File: config.mk
export PLATFORM = sky130hd
export DESIGN_NAME = kot_ctrl
export DESIGN_NICKNAME = d
export VERILOG_FILES = /design/src/design/keyed_order_table_defines.svh /design/src/design/kot_pkg.sv /design/src/design/kot_ctrl.sv
export SDC_FILE = /design/constraint.sdc
export NUM_CORES = 1
export LEC_CHECK = 0
export ABC_AREA = 1
export BUFFER_PORTS_ARGS = -buffer_cell sky130_fd_sc_hd__buf_2
export CORE_AREA = 2 2 39 41
export DETAILED_ROUTE_END_ITERATION = 10
export DIE_AREA = 0 0 41 43
export PLACE_DENSITY_LB_ADDON = 0.1
export SYNTH_ARGS = -nofsm -noshare
export SYNTH_HDL_FRONTEND = slang
export SYNTH_SLANG_ARGS = --single-unit
File: constraint.sdc
create_clock -name i_clk -period 2.7 [get_ports i_clk]
set_clock_uncertainty 0.2 [all_clocks]
set_input_delay 0 -clock i_clk [delete_from_list [all_inputs] [get_ports i_clk]]
set_output_delay 0 -clock i_clk [all_outputs]
set_load 0.005 [all_outputs]
File: src/design/keyed_order_table_defines.svh
// Assertion macros of the keyed order table RTL.
// No dependencies; included by the files that carry assertions.
`ifndef KEYED_ORDER_TABLE_DEFINES_SVH
`define KEYED_ORDER_TABLE_DEFINES_SVH

// Same-cycle implication, disabled while reset is held.
`define KOT_ASSERT_NOW(label, clk, rst_n, ante, cons, msg) \
    label: assert property (@(posedge clk) disable iff (!rst_n) (ante) |-> (cons)) \
        else $error(msg);

// Next-cycle implication, disabled while reset is held.
`define KOT_ASSERT_NEXT(label, clk, rst_n, ante, cons, msg) \
    label: assert property (@(posedge clk) disable iff (!rst_n) (ante) |=> (cons)) \
        else $error(msg);

`endif

File: src/design/kot_pkg.sv
// Shared types, constants and the key normalization function of the keyed order table.
// No dependencies; used by every module of the block but kot_ram.
package kot_pkg;

    localparam int CAPACITY  = 64;
    localparam int KEY_BYTES = 8;
    localparam int KEY_W     = 64;
    localparam int FIELD_W   = 16;
    localparam int PAY_W     = 3 * FIELD_W;
    localparam int IDX_W     = $clog2(CAPACITY);
    localparam int CNT_W     = $clog2(CAPACITY + 1);

    // Command codes; the fourth code means nothing and is answered as no match.
    localparam logic [1:0] CMD_PUT        = 2'd0;
    localparam logic [1:0] CMD_TAKE       = 2'd1;
    localparam logic [1:0] CMD_REMOVE_ALL = 2'd2;

    // Status codes.
    localparam logic [1:0] ST_DONE    = 2'd0;
    localparam logic [1:0] ST_FULL    = 2'd1;
    localparam logic [1:0] ST_NOMATCH = 2'd2;

    typedef struct packed {
        logic [1:0]         command;
        logic [KEY_W-1:0]   flight_key;
        logic [FIELD_W-1:0] in_heading;
        logic [FIELD_W-1:0] in_speed;
        logic [FIELD_W-1:0] in_altitude;
    } t_cmd_item;

    typedef struct packed {
        logic [1:0]         status;
        logic [FIELD_W-1:0] out_heading;
        logic [FIELD_W-1:0] out_speed;
        logic [FIELD_W-1:0] out_altitude;
        logic [CNT_W-1:0]   entry_count;
    } t_result;

    // Commands from the controller to the datapath.
    typedef struct packed {
        logic load;      // capture the accepted command
        logic put;       // append the captured entry if room remains
        logic rd_entry;  // read the entry at the scan index
        logic rd_last;   // read the last entry
        logic check;     // compare the entry read at the scan index
        logic take;      // keep the payload of a matching entry
        logic move;      // write the last entry into the scan slot
        logic next;      // advance the scan index
        logic respond;   // register the result
    } t_dp_ctrl;

    // Status from the datapath to the controller.
    typedef struct packed {
        logic match;
        logic at_end;
    } t_dp_stat;

    // Keep the bytes below KEY_BYTES and before the first zero byte.
    function automatic logic [KEY_W-1:0] norm_key(input logic [KEY_W-1:0] k);
        logic [KEY_W-1:0] r;
        logic             live;
        r    = '0;
        live = 1'b1;
        for (int b = 0; b < KEY_BYTES; b++) begin
            if (k[8*b +: 8] == 8'h00) begin
                live = 1'b0;
            end
            if (live) begin
                r[8*b +: 8] = k[8*b +: 8];
            end
        end
        return r;
    endfunction

endpackage

File: src/design/kot_ctrl.sv
// Controller state machine of the keyed order table: sequences put, scan and swap-remove.
// Depends on kot_pkg.
module kot_ctrl (
    input  logic               i_clk,
    input  logic               i_rst_n,
    input  logic               i_accept,
    input  logic [1:0]         i_command,
    input  kot_pkg::t_dp_stat  i_stat,
    output kot_pkg::t_dp_ctrl  o_ctrl,
    output logic               o_busy
);

    typedef enum logic [6:0] {
        S_IDLE  = 7'b0000001,
        S_PUT   = 7'b0000010,
        S_SCAN  = 7'b0000100,
        S_CHECK = 7'b0001000,
        S_LAST  = 7'b0010000,
        S_MOVE  = 7'b0100000,
        S_DONE  = 7'b1000000
    } t_state;

    t_state     r_state, n_state;
    logic       r_is_take, n_is_take;

    // Next state and datapath commands.
    always_comb begin
        n_state   = r_state;
        n_is_take = r_is_take;
        o_ctrl    = '0;
        unique case (r_state)
            S_IDLE: begin
                if (i_accept) begin
                    o_ctrl.load = 1'b1;
                    n_is_take   = (i_command == kot_pkg::CMD_TAKE);
                    priority if (i_command == kot_pkg::CMD_PUT) begin
                        n_state = S_PUT;
                    end else if (i_command == kot_pkg::CMD_TAKE ||
                                 i_command == kot_pkg::CMD_REMOVE_ALL) begin
                        n_state = S_SCAN;
                    end else begin
                        n_state = S_DONE;
                    end
                end
            end
            S_PUT: begin
                o_ctrl.put = 1'b1;
                n_state    = S_DONE;
            end
            S_SCAN: begin
                if (i_stat.at_end) begin
                    n_state = S_DONE;
                end else begin
                    o_ctrl.rd_entry = 1'b1;
                    n_state         = S_CHECK;
                end
            end
            S_CHECK: begin
                o_ctrl.check = 1'b1;
                o_ctrl.take  = r_is_take;
                if (i_stat.match) begin
                    n_state = S_LAST;
                end else begin
                    o_ctrl.next = 1'b1;
                    n_state     = S_SCAN;
                end
            end
            S_LAST: begin
                o_ctrl.rd_last = 1'b1;
                n_state        = S_MOVE;
            end
            S_MOVE: begin
                // A take ends here; remove-all checks the same slot again.
                o_ctrl.move = 1'b1;
                n_state     = r_is_take ? S_DONE : S_SCAN;
            end
            S_DONE: begin
                o_ctrl.respond = 1'b1;
                n_state        = S_IDLE;
            end
            default: begin
                n_state = S_IDLE;
            end
        endcase
    end

    // State registers.
    always_ff @(posedge i_clk) begin
        if (!i_rst_n) begin
            r_state   <= S_IDLE;
            r_is_take <= 1'b0;
        end else begin
            r_state   <= n_state;
            r_is_take <= n_is_take;
        end
    end

    assign o_busy = (r_state != S_IDLE);

endmodule

==> out/summary.txt <==
outcome - complete, no violations
Critical Path Stages - 8
# setup viols final - 0
final RePlAce weighted congestion - 0.8105
FF-to-FF setup slack - 290 ps
post-synthesis cell count - 79
GRT Total Usage - 15.59%
layout cell share with drive strength beyond 1 - 42.06%
relative slew slack - 86.01%
Hold Path Stages - 5
sequential fraction of the synthesis area - 27.77%
Worst path max stage delay - 560 ps
Net Sw Frac - 34.31%
CTS Buf Count - 3
startpoint types - flip-flop
top cell family by delay on the critical path - buffers and inverters
Clock Latency Late Sink - 250 ps
Max Freq - 415.1 MHz
vias in the first global route - 495
CP max FO - 6
diode count - 0
clk sink count - 8
Crit path arrival time - 2340 ps
Comb power frac - 37.1%
min cycle time layout - 2409 ps
Setup TNS - 0 ps
die area - 0.001763 sq mm
Pleak - 0.4102 nW
synth unique cells - 18
Reg clk slew, reported paths - 50 ps
hold endpoint - r_state[1]
via count - 539
Least-Margin Pin Slew - 207.9 ps
DR pass1 iterations - 4
I/O Buffers - 16
P_int - 233.2 uW
largest net degree at the start of global routing - 7
top-count cell post-synth - inv_1
antenna violations before repair - 0
Site Rows - 14
Die Y-Extent - 43 microns
R2R Path Start - r_state[6]
CTS tree - built
Worst VDD drop - 221.4 uV
Starting Density - 41.68%
DP HPWL - 899.9 microns
max-slew violations - 0
Post-synth top flop - dfxtp_1
Final #Nets - 119
Post-route DRC - 0
nature of the critical path endpoint - flip-flop
Final Hold Viols - 0
Hold Slack - 3.673 ps
P_sw - 121.8 uW
final antenna-violating net count - 0
Crit Path Category - flip-flop to flip-flop
WL final - 1152 microns
net count after synthesis - 89
Synth Area per Inst - 7.301 sq um
Fillers - 130
Reg-to-Reg End - r_is_take
H-Tree Depth - 1
Commonest cells post-synth - inv_1, nand2_1, dfxtp_1, nor2_1, nor2_2
fin crit share - 89.22%
leading post-synthesis cells by cell area - dfxtp_1, inv_1, nor2_2, nor2_4, ha_1
Critical Path Start - r_state[6]
Die Span X - 41 microns
clock root buffer - clkbuf_4
MaxCap Viol Count - 0
io pins - 17
Flop pwr share - 38.2%
hold path startpoint - i_command[0]
Post-synth EDFFs - 0
Post-synth ARST share - 0%
top cell type's share of synthesized area - 27.77%
slowest library cell on the worst path - dlygate4sd3_1
clock buffer depth - 2
crit-path cells - nor2_4, nand2_4, nor2_8, nand2_4, o21ai_0, dlygate4sd3_1, a21oi_1, dlygate4sd3_1
routed vias/inst - 4.382
CP required - 2640 ps
area delta synth->final - 36.88%
Core ar. - 0.001384 sq mm
Hold Crit Class - input port to flip-flop
Cell Pwr Density - 449.6 mW/mm^2
first-pass GRT wire length - 1876 microns
biggest area consumer among synthesized cells - dfxtp_1
initial detailed-routing violation count - 11
Mapped Area - 576.8 sq um
RSZ-0062 raised after global routing - false
average wire per standard cell - 9.366 microns
synth warn - 0
GR Overflow Total - 0
Yosys reg bits - 8
Worst Path Buf+Inv - 2
Register-to-Register Path Depth - 8
Clk pwr share - 24.7%
## metal layers
metal / part of all wire, % / vias up / track usage, %
li1: - / 297 / -
met1: 46 / 224 / 19.09
met2: 49 / 15 / 25.31
met3: 3.7 / 3 / 1.571
met4: 1.0 / 0 / 8.000
met5: 0 / - / 0
## metrics by stage
step | setup WS, ps | area [sq um] | utilization (%) | power, mW | cells
4_1_cts | 294.3 | 789.5 | 57.05 | 0.3588 | 123
3_5_place_dp | 1360 | 676.9 | 48.92 | 0.2600 | 111
5_1_grt | 151.0 | 789.5 | 57.05 | 0.3800 | 123
3_3_place_gp | 1368 | 676.9 | 48.92 | 0.2594 | 111
2_1_floorplan | 1434 | 576.8 | - | 0.2316 | 79
6_report | 291.1 | 789.5 | 57.05 | 0.3550 | 123
## how the worst max path moves through the flow
stage,to
after floorplan,r_state[6]
after detailed placement,r_state[6]
after global routing,r_is_take
after global placement,r_state[6]
final,r_is_take
after CTS,r_is_take
## cell usage in the layout, fill, tap and decap left out
master,instances
a21oi_1,1
buf_2,16
clkbuf_4,3
dfxtp_1,8
dlygate4sd3_1,9
ha_1,3
inv_1,14
inv_2,3
nand2_1,10
nand2_2,6
nand2_4,3
nand3_1,3
nand3_2,1
nor2_1,8
nor2_2,8
nor2_4,4
nor2_8,1
nor3_1,3
nor4_1,1
o21ai_0,1
o21ai_1,1
## worst min-delay path, stage by stage
cell and delay [ps]:
buf_2 120, inv_1 50, ha_1 130, nand2_1 50, nor2_1 70
## sequential cells by signal (all words and copies together) (netlist names)
register and count:
r_is_take 1, r_state 7
## repair_timing
action / 4_1_cts / 5_1_grt
buffers inserted: 0 / 0
setup endpoints to repair: 0 / 0
endpoints found under the hold margin: 8 / 0
hold buffers: 9 / 0
resized for setup: 0 / 0
## cell type report
type	instances	area, sq um	area share [%]
inverters	17	63.81	8.082
repair buffers	25	170.2	21.55
flip-flops and latches	8	160.2	20.29
multi-input cells	54	352.8	44.69
clock buffers	3	22.52	2.853
well taps	16	20.02	2.536
## cells by family (layout without fill, tap and decap cells)
kind of cell / count (synthesis) / count (layout) / synth area share [%]
flip-flops: 8 / 8 / 27.77
buffers and inverters: 17 / 45 / 11.06
AO/OA/AOI/OAI: 3 / 3 / 2.601
AND/OR/NAND/NOR: 48 / 48 / 52.06
adder cells (fa/ha/maj): 3 / 3 / 6.508
## power by group through the flow
stage,clock (mW),combinational [mW],sequential (mW)
2_1_floorplan,0,0.0947,0.137
3_3_place_gp,0,0.122,0.138
3_5_place_dp,0,0.122,0.138
6_report,0.0878,0.132,0.136
4_1_cts,0.0895,0.134,0.136
5_1_grt,0.0962,0.147,0.136
(Power assumes the default switching activity.)
